**src/rtl/jsd_pkg.sv**
```systemverilog
// ---------------------------------------------------------------------------
// jsd_pkg: shared types and constants for job sequencing with deadlines
// Sizes of the job store and the slot table, request and entry types, and
// the scheduler state encoding.
// ---------------------------------------------------------------------------
`timescale 1ns / 1ps

package jsd_pkg;

  localparam int MaxJobs  = 64;
  localparam int MaxSlots = 64;
  localparam int JobIdxW  = $clog2(MaxJobs);
  localparam int JobCntW  = $clog2(MaxJobs + 1);
  localparam int SlotIdxW = $clog2(MaxSlots);
  localparam int SlotCntW = $clog2(MaxSlots + 1);
  localparam int IdW      = 8;
  localparam int DlW      = 7;
  localparam int ProfitW  = 16;
  localparam int SumW     = 22;
  localparam int QDepth   = 4;
  localparam int QPtrW    = $clog2(QDepth);
  localparam int QCntW    = $clog2(QDepth + 1);

  // one job request as it travels through the queue
  typedef struct packed {
    logic [IdW-1:0]     id;
    logic [DlW-1:0]     deadline;
    logic [ProfitW-1:0] profit;
    logic               last;
  } job_t;

  // one job store entry
  typedef struct packed {
    logic [IdW-1:0]     id;
    logic [DlW-1:0]     deadline;
    logic [ProfitW-1:0] profit;
  } store_t;

  // one slot table entry
  typedef struct packed {
    logic [IdW-1:0]     id;
    logic [ProfitW-1:0] profit;
  } slot_t;

  // queue status seen by the front end
  typedef struct packed {
    logic full;
    logic empty;
  } q_status_t;

  typedef enum logic [2:0] {
    ST_LOAD,
    ST_SCAN,
    ST_SEARCH,
    ST_EMIT,
    ST_FINISH
  } sched_state_e;

endpackage

```
**src/rtl/jsd_fifo.sv**
```systemverilog
// ---------------------------------------------------------------------------
// jsd_fifo: short job request queue
// Decouples the accepting front end from the scheduling back end.
// ---------------------------------------------------------------------------
`timescale 1ns / 1ps

module jsd_fifo (
  input  logic                 clk_i,
  input  logic                 rst_ni,
  input  logic                 push_i,
  input  jsd_pkg::job_t        push_data_i,
  input  logic                 pop_i,
  output jsd_pkg::job_t        head_o,
  output jsd_pkg::q_status_t   status_o
);

  jsd_pkg::job_t                  mem_q [jsd_pkg::QDepth];
  logic [jsd_pkg::QPtrW-1:0]      wr_ptr_q, rd_ptr_q;
  logic [jsd_pkg::QCntW-1:0]      cnt_q;
  logic                           do_push, do_pop;

  assign status_o.full  = (cnt_q == jsd_pkg::QCntW'(jsd_pkg::QDepth));
  assign status_o.empty = (cnt_q == '0);
  assign do_push = push_i && !status_o.full;
  assign do_pop  = pop_i && !status_o.empty;
  assign head_o  = mem_q[rd_ptr_q];

  // storage
  always_ff @(posedge clk_i) begin
    if (do_push) begin
      mem_q[wr_ptr_q] <= push_data_i;
    end
  end

  // pointers and fill level
  always_ff @(posedge clk_i or negedge rst_ni) begin
    if (!rst_ni) begin
      wr_ptr_q <= '0;
      rd_ptr_q <= '0;
      cnt_q    <= '0;
    end else begin
      if (do_push) wr_ptr_q <= wr_ptr_q + 1'b1;
      if (do_pop)  rd_ptr_q <= rd_ptr_q + 1'b1;
      case ({do_push, do_pop})
        2'b10:   cnt_q <= cnt_q + 1'b1;
        2'b01:   cnt_q <= cnt_q - 1'b1;
        default: cnt_q <= cnt_q;
      endcase
    end
  end

endmodule

```
**src/rtl/jsd_front.sv**
```systemverilog
// ---------------------------------------------------------------------------
// jsd_front: request intake
// Takes jobs, saturates deadlines, and closes the set after the last job
// until the back end reports the schedule has been emitted.
// ---------------------------------------------------------------------------
`timescale 1ns / 1ps

module jsd_front (
  input  logic                          clk_i,
  input  logic                          rst_ni,
  input  logic                          start_i,
  input  logic [jsd_pkg::IdW-1:0]       job_id_i,
  input  logic [jsd_pkg::DlW-1:0]       job_deadline_i,
  input  logic [jsd_pkg::ProfitW-1:0]   job_profit_i,
  input  logic                          last_job_i,
  input  jsd_pkg::q_status_t            q_status_i,
  input  logic                          set_done_i,
  output logic                          busy_o,
  output logic                          push_o,
  output jsd_pkg::job_t                 push_data_o
);

  logic closed_q;

  assign busy_o = q_status_i.full || closed_q;
  assign push_o = start_i && !busy_o;

  // deadline saturation at the slot count
  always_comb begin
    push_data_o.id       = job_id_i;
    push_data_o.profit   = job_profit_i;
    push_data_o.last     = last_job_i;
    push_data_o.deadline = (job_deadline_i > jsd_pkg::DlW'(jsd_pkg::MaxSlots))
                           ? jsd_pkg::DlW'(jsd_pkg::MaxSlots) : job_deadline_i;
  end

  // set closed from last job until emission is done
  always_ff @(posedge clk_i or negedge rst_ni) begin
    if (!rst_ni) begin
      closed_q <= 1'b0;
    end else if (push_o && last_job_i) begin
      closed_q <= 1'b1;
    end else if (set_done_i) begin
      closed_q <= 1'b0;
    end
  end

endmodule

```
**src/rtl/jsd_back.sv**
```systemverilog
// ---------------------------------------------------------------------------
// jsd_back: scheduler
// Stores jobs, repeatedly picks the most profitable unplaced job (first
// arrival wins ties), walks down from its deadline to the latest free slot,
// then reads out the slot table in time order.
// ---------------------------------------------------------------------------
`timescale 1ns / 1ps

module jsd_back (
  input  logic                           clk_i,
  input  logic                           rst_ni,
  input  jsd_pkg::job_t                  head_i,
  input  logic                           q_empty_i,
  output logic                           pop_o,
  output logic                           set_done_o,
  output logic                           slot_valid_o,
  output logic [jsd_pkg::SlotIdxW-1:0]   slot_index_o,
  output logic [jsd_pkg::IdW-1:0]        slot_job_id_o,
  output logic                           slot_filled_o,
  output logic [jsd_pkg::SumW-1:0]       running_profit_o,
  output logic                           last_slot_o
);

  jsd_pkg::sched_state_e state_q, state_d;

  // storage
  jsd_pkg::store_t                  store_mem [jsd_pkg::MaxJobs];
  jsd_pkg::slot_t                   slot_mem  [jsd_pkg::MaxSlots];
  jsd_pkg::store_t                  store_rd_q;
  jsd_pkg::slot_t                   slot_rd_q;

  logic [jsd_pkg::JobCntW-1:0]      count_q;
  logic [jsd_pkg::SlotCntW-1:0]     gd_q;
  logic [jsd_pkg::SlotCntW-1:0]     filled_q;
  logic [jsd_pkg::MaxSlots-1:0]     used_q;
  logic [jsd_pkg::MaxJobs-1:0]      taken_q;

  // scan of the store
  logic [jsd_pkg::JobCntW-1:0]      addr_q;
  logic                             pv_q;
  logic [jsd_pkg::JobIdxW-1:0]      pidx_q;
  logic                             best_v_q;
  logic [jsd_pkg::JobIdxW-1:0]      best_idx_q;
  jsd_pkg::store_t                  best_q;

  // slot search
  logic [jsd_pkg::DlW-1:0]          k_q;
  logic [jsd_pkg::DlW-1:0]          k_dec;
  logic [jsd_pkg::SlotIdxW-1:0]     kk;

  // read-out
  logic [jsd_pkg::SlotCntW-1:0]     e_q;
  logic                             ev_q, efill_q, elast_q;
  logic [jsd_pkg::SlotIdxW-1:0]     eidx_q;
  logic [jsd_pkg::SumW-1:0]         acc_q, acc_sum;

  // controls
  logic pop, scan_issue, scan_end, sched_full, slot_free, search_end;
  logic emit_issue, emit_end;

  assign k_dec = k_q - 1'b1;
  assign kk    = k_dec[jsd_pkg::SlotIdxW-1:0];

  // control outputs of the sequencer
  always_comb begin
    pop        = (state_q == jsd_pkg::ST_LOAD) && !q_empty_i;
    sched_full = (filled_q >= gd_q);
    scan_issue = (state_q == jsd_pkg::ST_SCAN) && !sched_full && (addr_q < count_q);
    scan_end   = (state_q == jsd_pkg::ST_SCAN) && !sched_full &&
                 (addr_q == count_q) && !pv_q;
    slot_free  = (state_q == jsd_pkg::ST_SEARCH) && (k_q != '0) && !used_q[kk];
    search_end = (state_q == jsd_pkg::ST_SEARCH) && ((k_q == '0) || !used_q[kk]);
    emit_issue = (state_q == jsd_pkg::ST_EMIT) && (e_q < gd_q);
    emit_end   = (state_q == jsd_pkg::ST_EMIT) && (e_q == gd_q);
    set_done_o = (state_q == jsd_pkg::ST_FINISH);
  end

  assign pop_o = pop;

  // next state
  always_comb begin
    state_d = state_q;
    case (state_q)
      jsd_pkg::ST_LOAD: begin
        if (pop && head_i.last) state_d = jsd_pkg::ST_SCAN;
      end
      jsd_pkg::ST_SCAN: begin
        if (sched_full) begin
          state_d = jsd_pkg::ST_EMIT;
        end else if (scan_end) begin
          state_d = best_v_q ? jsd_pkg::ST_SEARCH : jsd_pkg::ST_EMIT;
        end
      end
      jsd_pkg::ST_SEARCH: begin
        if (search_end) state_d = jsd_pkg::ST_SCAN;
      end
      jsd_pkg::ST_EMIT: begin
        if (emit_end) state_d = jsd_pkg::ST_FINISH;
      end
      jsd_pkg::ST_FINISH: state_d = jsd_pkg::ST_LOAD;
      default:            state_d = jsd_pkg::ST_LOAD;
    endcase
  end

  always_ff @(posedge clk_i or negedge rst_ni) begin
    if (!rst_ni) state_q <= jsd_pkg::ST_LOAD;
    else         state_q <= state_d;
  end

  // memories: one write and one registered read each
  always_ff @(posedge clk_i) begin
    if (pop && (count_q < jsd_pkg::JobCntW'(jsd_pkg::MaxJobs))) begin
      store_mem[count_q[jsd_pkg::JobIdxW-1:0]] <= '{head_i.id, head_i.deadline,
                                                    head_i.profit};
    end
    if (scan_issue) begin
      store_rd_q <= store_mem[addr_q[jsd_pkg::JobIdxW-1:0]];
    end
    if (slot_free) begin
      slot_mem[kk] <= '{best_q.id, best_q.profit};
    end
    if (emit_issue) begin
      slot_rd_q <= slot_mem[e_q[jsd_pkg::SlotIdxW-1:0]];
    end
  end

  // scan payload
  always_ff @(posedge clk_i) begin
    pidx_q <= addr_q[jsd_pkg::JobIdxW-1:0];
    if (pv_q && !taken_q[pidx_q] && (!best_v_q || (store_rd_q.profit > best_q.profit))) begin
      best_q     <= store_rd_q;
      best_idx_q <= pidx_q;
    end
    eidx_q  <= e_q[jsd_pkg::SlotIdxW-1:0];
    efill_q <= used_q[e_q[jsd_pkg::SlotIdxW-1:0]];
    elast_q <= ((e_q + 1'b1) == gd_q);
  end

  // running profit of the slot on the output
  assign acc_sum = acc_q + (efill_q ? jsd_pkg::SumW'(slot_rd_q.profit) : '0);

  // set bookkeeping and sequencing counters
  always_ff @(posedge clk_i or negedge rst_ni) begin
    if (!rst_ni) begin
      count_q  <= '0;
      gd_q     <= '0;
      filled_q <= '0;
      used_q   <= '0;
      taken_q  <= '0;
      addr_q   <= '0;
      pv_q     <= 1'b0;
      best_v_q <= 1'b0;
      k_q      <= '0;
      e_q      <= '0;
      ev_q     <= 1'b0;
      acc_q    <= '0;
    end else begin
      // load
      if (pop && (count_q < jsd_pkg::JobCntW'(jsd_pkg::MaxJobs))) begin
        count_q <= count_q + 1'b1;
        if (head_i.deadline > gd_q) gd_q <= head_i.deadline;
      end
      // scan for the best remaining job
      pv_q <= scan_issue;
      if (state_q != jsd_pkg::ST_SCAN) begin
        addr_q   <= '0;
        best_v_q <= 1'b0;
      end else begin
        if (scan_issue) addr_q <= addr_q + 1'b1;
        if (pv_q && !taken_q[pidx_q]) best_v_q <= 1'b1;
      end
      if (scan_end && best_v_q) begin
        taken_q[best_idx_q] <= 1'b1;
        k_q <= best_q.deadline;
      end
      // walk down to the latest free slot
      if (slot_free) begin
        used_q[kk] <= 1'b1;
        filled_q   <= filled_q + 1'b1;
      end else if ((state_q == jsd_pkg::ST_SEARCH) && (k_q != '0)) begin
        k_q <= k_dec;
      end
      // read-out
      ev_q <= emit_issue;
      if (state_q != jsd_pkg::ST_EMIT) begin
        e_q   <= '0;
        acc_q <= '0;
      end else begin
        if (emit_issue) e_q <= e_q + 1'b1;
        if (ev_q) acc_q <= acc_sum;
      end
      // back to empty
      if (set_done_o) begin
        count_q  <= '0;
        gd_q     <= '0;
        filled_q <= '0;
        used_q   <= '0;
        taken_q  <= '0;
      end
    end
  end

  assign slot_valid_o     = ev_q;
  assign slot_index_o     = eidx_q;
  assign slot_filled_o    = efill_q;
  assign slot_job_id_o    = efill_q ? slot_rd_q.id : '0;
  assign running_profit_o = acc_sum;
  assign last_slot_o      = elast_q;

  // checks
  a_filled_bound: assert property (@(posedge clk_i) disable iff (!rst_ni)
    filled_q <= gd_q) else $error("more slots filled than exist");
  a_count_bound: assert property (@(posedge clk_i) disable iff (!rst_ni)
    count_q <= jsd_pkg::JobCntW'(jsd_pkg::MaxJobs)) else $error("job count overflow");
  a_strobe_src: assert property (@(posedge clk_i) disable iff (!rst_ni)
    slot_valid_o |-> $past(state_q) == jsd_pkg::ST_EMIT)
    else $error("result outside read-out");
  a_cleared: assert property (@(posedge clk_i) disable iff (!rst_ni)
    set_done_o |=> (filled_q == '0) && (used_q == '0) && (count_q == '0))
    else $error("set not cleared");

endmodule

```
**src/rtl/job_sequencing_with_deadlines.sv**
```systemverilog
// ---------------------------------------------------------------------------
// job_sequencing_with_deadlines: greedy job sequencer
// Loads a job set, places jobs by descending profit into the latest free
// slot before each deadline, and reports every slot in time order.
// ---------------------------------------------------------------------------
// channel   direction  handshake              payload
// job       in         start && !busy         job_id_i job_deadline_i job_profit_i last_job_i
// slot      out        slot_valid_o (1 cycle) slot_index_o slot_job_id_o slot_filled_o
//                                             running_profit_o last_slot_o
//
// Jobs are taken one per cycle, while busy is low, through a 4-entry queue into
// the job store. After the last job, each job in profit order costs one store
// scan plus a walk down the slot table from its deadline to the latest free slot,
// until the slots are full or a last scan finds no job left. Read-out is one
// slot per cycle over every slot up to the greatest deadline, in time order.
// busy is high while the queue is full and from the last job through the
// cycle after the final slot. Reset is asynchronous, active low; no clearing.
// ---------------------------------------------------------------------------
`timescale 1ns / 1ps

module job_sequencing_with_deadlines (
  input  logic                           clk_i,
  input  logic                           rst_ni,
  input  logic                           start,
  output logic                           busy,
  input  logic [jsd_pkg::IdW-1:0]        job_id_i,
  input  logic [jsd_pkg::DlW-1:0]        job_deadline_i,
  input  logic [jsd_pkg::ProfitW-1:0]    job_profit_i,
  input  logic                           last_job_i,
  output logic                           slot_valid_o,
  output logic [jsd_pkg::SlotIdxW-1:0]   slot_index_o,
  output logic [jsd_pkg::IdW-1:0]        slot_job_id_o,
  output logic                           slot_filled_o,
  output logic [jsd_pkg::SumW-1:0]       running_profit_o,
  output logic                           last_slot_o
);

  jsd_pkg::job_t      push_data, head;
  jsd_pkg::q_status_t q_status;
  logic               push, pop, set_done;

  jsd_front u_front (
    .clk_i          (clk_i),
    .rst_ni         (rst_ni),
    .start_i        (start),
    .job_id_i       (job_id_i),
    .job_deadline_i (job_deadline_i),
    .job_profit_i   (job_profit_i),
    .last_job_i     (last_job_i),
    .q_status_i     (q_status),
    .set_done_i     (set_done),
    .busy_o         (busy),
    .push_o         (push),
    .push_data_o    (push_data)
  );

  jsd_fifo u_fifo (
    .clk_i       (clk_i),
    .rst_ni      (rst_ni),
    .push_i      (push),
    .push_data_i (push_data),
    .pop_i       (pop),
    .head_o      (head),
    .status_o    (q_status)
  );

  jsd_back u_back (
    .clk_i            (clk_i),
    .rst_ni           (rst_ni),
    .head_i           (head),
    .q_empty_i        (q_status.empty),
    .pop_o            (pop),
    .set_done_o       (set_done),
    .slot_valid_o     (slot_valid_o),
    .slot_index_o     (slot_index_o),
    .slot_job_id_o    (slot_job_id_o),
    .slot_filled_o    (slot_filled_o),
    .running_profit_o (running_profit_o),
    .last_slot_o      (last_slot_o)
  );

endmodule
```
**config.mk**
```make
export PLATFORM = sky130hd
export DESIGN_NAME = job_sequencing_with_deadlines
export DESIGN_NICKNAME = d
export VERILOG_FILES = /design/src/rtl/jsd_pkg.sv /design/src/rtl/jsd_fifo.sv /design/src/rtl/jsd_front.sv /design/src/rtl/jsd_back.sv /design/src/rtl/job_sequencing_with_deadlines.sv
export SDC_FILE = /design/constraint.sdc
export NUM_CORES = 2
export LEC_CHECK = 0
export BUFFER_PORTS_ARGS = -buffer_cell sky130_fd_sc_hd__buf_2
export CAP_MARGIN = 20
export CORE_MARGIN = 1
export CORE_UTILIZATION = 45
export DETAILED_ROUTE_END_ITERATION = 7
export GPL_TIMING_DRIVEN = 0
export HOLD_SLACK_MARGIN = 0.05
export PLACE_DENSITY_LB_ADDON = 0.25
export SYNTH_ARGS = -nofsm -noshare
export SYNTH_HDL_FRONTEND = slang
export SYNTH_HIERARCHICAL = 1
export SYNTH_SLANG_ARGS = --single-unit
```
**constraint.sdc**
```tcl
create_clock -name clk_i -period 7.17 [get_ports clk_i]
set_input_delay 0.3585 -clock clk_i [delete_from_list [all_inputs] [get_ports clk_i]]
set_output_delay 0.3585 -clock clk_i [all_outputs]
set_load 0.1 [all_outputs]
```
; Word-level counts from Yosys, hierarchy flattened
; Memory sizes are Yosys's and may differ from the RTL's. A register that Yosys moved wholly into a read port is not among the register bits.
; Cells that the tools add are included.
; W data, S select, Z words.
[op_classes]
eq_ne = 16
n_lt_le_gt_ge = 13
multipliers = 0
reduce_logical = 48
n_div = 0
n_mux = 51
n_addsub = 10
n_bitwise = 2
shift = 0
[op_table]
columns = cell, n
row1 = $mux W64, 4
row2 = $or A64 B64 Y64, 2
row3 = $mux W7, 15
row4 = $mux W22, 2
row5 = $add A7 B1 Y7 const B, 4
row6 = $lt A6 B7 Y1 const B, 4
row7 = $add A22 B22 Y22, 1
row8 = $eq A7 B7 Y1, 3
row9 = $logic_and A1 B1 Y1, 21
row10 = $reduce_bool A2 Y1, 10
row11 = $bmux W1 S6, 3
row12 = $gt A16 B16 Y1, 1
row13 = $mux W1, 16
row14 = $mux W16, 1
row15 = $mux W3, 5
row16 = $lt A7 B7 Y1, 2
row17 = $demux W1 S6, 2
row18 = $ge A6 B1 Y1 const B, 2
row19 = $pmux W3 S4, 1
row20 = $logic_not A1 Y1, 8
row21 = $mux W8, 1
row22 = $ge A7 B7 Y1, 1
row23 = $gt A7 B7 Y1, 1
row24 = $gt A7 B7 Y1 const B, 1
row25 = other kinds (21), 29
[totals]
reg_bits = 257
wordCells = 168
mem_bits_ro = 0
mem_bits_rw = 3648
in_bits = 35
memories = 3
latchBits = 0
[mem_list]
columns = name, depth, word_bits, read_ports, rd_clocked_by_memory_dff, wr, line_no
row1 = u_back.store_mem, 64, 31, 1, 1, 1, jsd_back.sv:27  ; jsd_pkg::store_t store_mem [jsd_pkg::MaxJobs];
row2 = u_back.slot_mem, 64, 24, 1, 1, 1, jsd_back.sv:28  ; jsd_pkg::slot_t slot_mem [jsd_pkg::MaxSlots];
row3 = u_fifo.mem_q, 4, 32, 1, 0, 1, jsd_fifo.sv:17  ; jsd_pkg::job_t mem_q [jsd_pkg::QDepth];

; Logic depth before layout (Yosys ltp)
[logic_depth]
word_depth = 9
mapped_depth = 16

; Cells and area by module
; Netlist, hierarchy kept.
[by_module_without_submodules]
columns = module, cells_each, seq_area_each_um2, area_per_inst_um2, instances
row1 = jsd_back, 6381, 113699.0, 148501.2, 1
row2 = jsd_fifo, 205, 4018.9, 5091.1, 1
row3 = jsd_front, 39, 25.0, 290.3, 1

; Least setup slack after synthesis
; No wires, ideal clock.
[synth_path]
path_type = reg2reg
start = register u_back/k_q[0] (netlist name)
end = memory u_back/slot_mem[17][0] (netlist name), enable pin
arrival_time_ns = 5.199
stages_incl_launch_ff = 14
required_time_ns = 6.700
synth_period_minus_slack_ns = 5.668
setup_ns = 0.470
setup_slack_ns = 1.502
path_cell_list = dfrtp_1 buf_2 inv_2 ha_1 buf_2 xor2_1 buf_4 mux4_2 mux2_2 a211o_1 o211ai_4 nor2_2 buf_6 nor4_1
[synth_between]
elab_chain_len = 7
word_cells_on_any_way = 9
classes_between = add/sub: 1 / mux: 4 / reduce/logical: 4
[synth_rtl]
columns = element, line_no
row1 = "start, declared", jsd_back.sv:47  ; logic [jsd_pkg::DlW-1:0] k_q;
row2 = "start signal, assigned", jsd_back.sv:174  ; k_q <= best_q.deadline;
row3 = "start signal, assigned", jsd_back.sv:181  ; k_q <= k_dec;
row4 = $sub A7 B1 Y7, jsd_back.sv:61  ; assign k_dec = k_q - 1'b1;
row5 = $bmux W1 S6, jsd_back.sv:71  ; slot_free = (state_q == jsd_pkg::ST_SEARCH) && (k_q != '0) && !used_q[kk];
row6 = $mux W1 (implied by the code), jsd_back.sv:71
row7 = $logic_not A1 Y1, jsd_back.sv:71
row8 = $logic_and A1 B1 Y1, jsd_back.sv:71
row9 = $mux W1, jsd_back.sv:119  ; if (slot_free) begin
row10 = $mux W1 (implied by the code), jsd_back.sv:120  ; slot_mem[kk] <= '{best_q.id, best_q.profit};
row11 = "end, declared", jsd_back.sv:28
; Parallel ways exist; a longest one is shown, timed or not. The select of a mux whose other input is x is not followed.

; Worst setup path after layout
[layout_path]
start = register u_back/addr_q[0] (netlist name)
end = register u_back/taken_q[23] (netlist name)
[layout_between]
elab_chain_len = 5
[layout_rtl]
columns = element, line_no
row1 = "start, declared", jsd_back.sv:39  ; logic [jsd_pkg::JobCntW-1:0] addr_q;
row2 = "start signal, assigned", jsd_back.sv:169  ; if (scan_issue) addr_q <= addr_q + 1'b1;
row3 = $eq A7 B7 Y1, jsd_back.sv:70  ; (addr_q == count_q) && !pv_q;
row4 = $logic_and A1 B1 Y1, jsd_back.sv:69  ; scan_end = (state_q == jsd_pkg::ST_SCAN) && !sched_full &&
row5 = $logic_and A1 B1 Y1, jsd_back.sv:70
row6 = $logic_and A1 B1 Y1, jsd_back.sv:172  ; if (scan_end && best_v_q) begin
row7 = $reduce_bool A2 Y1 (no line), n/a
row8 = "end signal, assigned", jsd_back.sv:149  ; taken_q <= '0;
row9 = "end signal, assigned by index", jsd_back.sv:173  ; taken_q[best_idx_q] <= 1'b1;
row10 = "end signal, assigned", jsd_back.sv:198  ; taken_q <= '0;
row11 = "end, declared", jsd_back.sv:36  ; logic [jsd_pkg::MaxJobs-1:0] taken_q;
; No other way between the ends.
; A chain may end at the register's enable or synchronous reset.

==> impl_metrics.py <==
metrics = {
    "sta": {
        "clock.fmax_mhz": 162.3,
        "fin_crit_sh_pct": 85.93,
        "finClkSkew_ns": 0.04970,
        "setup_viol_count_final": 0,
        "finalHoldViolCount": 0,
        "grt_setup_unrepaired": "no",
        "tns_ns": 0,
        "drv_slew": 0,
        "finalCriticalPeriod_ns": 6.161,
        "worst_pin_slew_ns": 1.208,
        "max_slew_margin_pct": 19.48,
    },
    "die": {
        "die_y_um": 586.8,
        "core_area_mm2": 0.3401,
        "die_area_mm2": 0.3443,
        "start_util_pct": 45.25,
        "fp.dieW_um": 586.8,
        "ios": 75,
        "num_rows": 214,
    },
    "clock_tree": {
        "holdBufCountCts": 36,
        "cts-buffers-inserted": 388,
        "insertion_delay_ns": 0.91,
        "clockBufferDepth": 4,
        "clock-sinks": 3960,
        "cts-root-buf": "clkbuf_16",
        "cts_setup_buffers": 0,
        "htree_levels": 5,
        "cts_tree": "yes",
        "clkSlewWorstSetupHoldPaths_ns": 0.06,
        "cts_resized": 0,
    },
    "routing": {
        "wl_mm": 400.8,
        "ant_nets": 0,
        "post_drt_via_cell_ratio": 6.023,
        "drc": 6,
        "wire_per_inst_um": 32.70,
        "drt_first_iter_violations": 8049,
        "drtPass1Iterations": 8,
        "via_count": 73827,
    },
    "placed_design": {
        "dp_hpwl_mm": 274.8,
        "gp_congestion": 0.8735,
        "io_buffer_count": 50,
        "placed_area_mm2": 0.1660,
    },
    "grt": {
        "grt_pass1_wl_mm": 566.1,
        "antenna_found_initial": 33,
        "met3_usage_pct": 3.457,
        "grt_max_degree": 111,
        "grt_most_used_layer": "met2",
        "use_met1_pct": 30.48,
        "grtUsageTotal_pct": 23.23,
        "grt_remaining_overflow": 0,
        "use_met2_pct": 39.14,
        "grt_pass1_vias": 74908,
    },
    "outcome": {
        "status": "complete, but fails checks",
        "violations": "design-rule violations",
    },
    "yosys": {
        "ys_seq_elements": 3960,
        "ys_types": 85,
        "synth_top_area_share_pct": 72.98,
        "synth_edf_count": 3740,
        "synthFlopType": "edfxtp_1",
        "syn-num-nets": 6733,
        "syn_inst": 6625,
        "synth_warnings": 6,
        "ys_seq_area_share_pct": 76.51,
        "syn-cell-area_mm2": 0.1539,
        "synth_area_leaders": "edfxtp_1 73%, mux4_2 18%, dfrtp_1 3.3%",
        "synthArstFlopShare_pct": 5.202,
        "synth_top_cell_by_area": "edfxtp_1",
        "avgSynthCellArea_um2": 23.23,
    },
    "power": {
        "power.density_mw_per_mm2": 371.1,
        "p_leak_uw": 0.05572,
        "ir_drop_v": 0.0003869,
    },
    "critical_path": {
        "cp_common_cell": "clkbuf_1",
        "startpoint_type": "flip-flop",
        "end_kind": "flip-flop",
        "crit_arrival_ns": 6.98,
        "critPathKind": "flip-flop to flip-flop",
        "worst_path_largest_cell_delay_ns": 0.80,
        "cp_slowest_cell": "clkbuf_1",
        "path_max_fanout": 10,
        "critPathRequiredTime_ns": 7.99,
        "crit_path_cell_trace": "clkbuf_1 > clkbuf_1 > buf_2 > buf_1 > inv_1 > ha_1 > nand4_1 > nor3_1 > o2111a_1 > clkbuf_1 > buf_1 > nand2_1 > nor2_1 > o21a_1",
    },
    "finish": {
        "nNetsFinal": 7493,
        "fin_area_mm2": 0.1793,
        "final_cell_mix": "3,740 x edfxtp_1, 1,231 x mux4_2, 391 x clkbuf_16",
        "drive_gt1_share_pct": 30.23,
        "synthToLayoutAreaGrowth_pct": 16.54,
        "final_common_cell": "edfxtp_1",
    },
    "worst_hold_path": {
        "holdCritPathClass": "primary input to async pin",
    },
    "flow_run": {
        "maxCapViolations": 0,
    },
}
-- worst max-delay path: cells and delay by family, from the launching register on --
| family | cells | cell delay, ns |
|---|---|---|
| AO/OA/AOI/OAI | 2 | 0.35 |
| adder cells (fa/ha/maj) | 1 | 0.34 |
| flip-flops | 1 | 0.44 |
| AND/OR/NAND/NOR | 4 | 1.20 |
| buffers and inverters | 7 | 3.75 |
-- kinds of logic after synthesis --
logic type               count (synthesis)  synth area share, %
buffers and inverters                  441                1.202
flip-flops                            3960                76.51
multiplexers                          1279                18.43
adder cells (fa/ha/maj)                 73               0.6033
AO/OA/AOI/OAI                          295                1.322
AND/OR/NAND/NOR                        528                1.641
XOR/XNOR                                49               0.2838
-- per-stage QoR --
step	hold slack, ns	total power (uW)	std cells	util (%)	setup WS [ns]
3_5_place_dp	0.4072	46900	11462	48.83	1.004
2_1_floorplan	0.06291	38960	6625	-	1.502
5_1_grt	0.1443	68480	12241	52.72	0.7706
4_1_cts	0.08160	66810	12198	52.57	0.9613
3_3_place_gp	0.4036	45160	11211	47.00	-2.281
6_report	0.09341	66560	12258	52.74	1.009
-- routing by layer --
layer,up-vias,share of wire [%]
li1,29718,-
met1,40276,38
met2,3155,50
met3,666,7.2
met4,12,4.7
met5,-,0.021
-- where the power goes --
group / switching (uW) / internal (uW) / leakage [uW]
logic: 10500 / 5880 / 0.0131
registers: 689 / 29500 / 0.0366
clock network: 8480 / 11600 / 0.00607
total: 19600 / 46900 / 0.0557
-- path summary, 6_finish.rpt --
check,startpoint,endpoint,slack [ns],cells after the start
max,u_back/addr_q[0],u_back/taken_q[23],1.01,14
max reg2reg,u_back/addr_q[0],u_back/taken_q[23],1.01,14
min in group clk_i,job_profit_i[0],u_fifo/mem_q[3][1],0.21,2
max in group asynchronous,rst_ni,u_back/used_q[40],5.87,3
min,rst_ni,u_back/acc_q[0],0.09,2
min reg2reg,u_back/store_rd_q[16],u_back/best_q[16],0.40,0
-- cell usage after synthesis, types with 46 or more instances --
cell	instances
edfxtp_1	3740
o21a_1	97
mux4_2	1238
buf_1	92
nor2_1	257
inv_1	73
o21ai_0	46
dfrtp_1	206
a21oi_1	59
nand2_1	75
ha_1	71
clkbuf_1	228
-- registers in the layout (all words and copies together) (netlist names), 22 cells and up --
register           flops
u_back/slot_rd_q      24
u_back/taken_q        64
u_fifo/mem_q         128
u_back/best_q         31
u_back/used_q         64
u_back/store_mem    1984
u_back/acc_q          22
u_back/store_rd_q     31
u_back/slot_mem     1536
-- layout make-up --
class / instances / area, um2
diodes: 27 / 67.56
fillers: 25721 / 160700
plain buffers: 365 / 1564
flip-flops and latches: 3960 / 117700
multi-input cells: 2224 / 35310
inverters: 76 / 285.3
well taps: 4536 / 5675
clock buffers: 492 / 10290
repair buffers: 370 / 6316
clock inverters: 208 / 2071
Note: power is estimated with default switching activity, not from simulation.
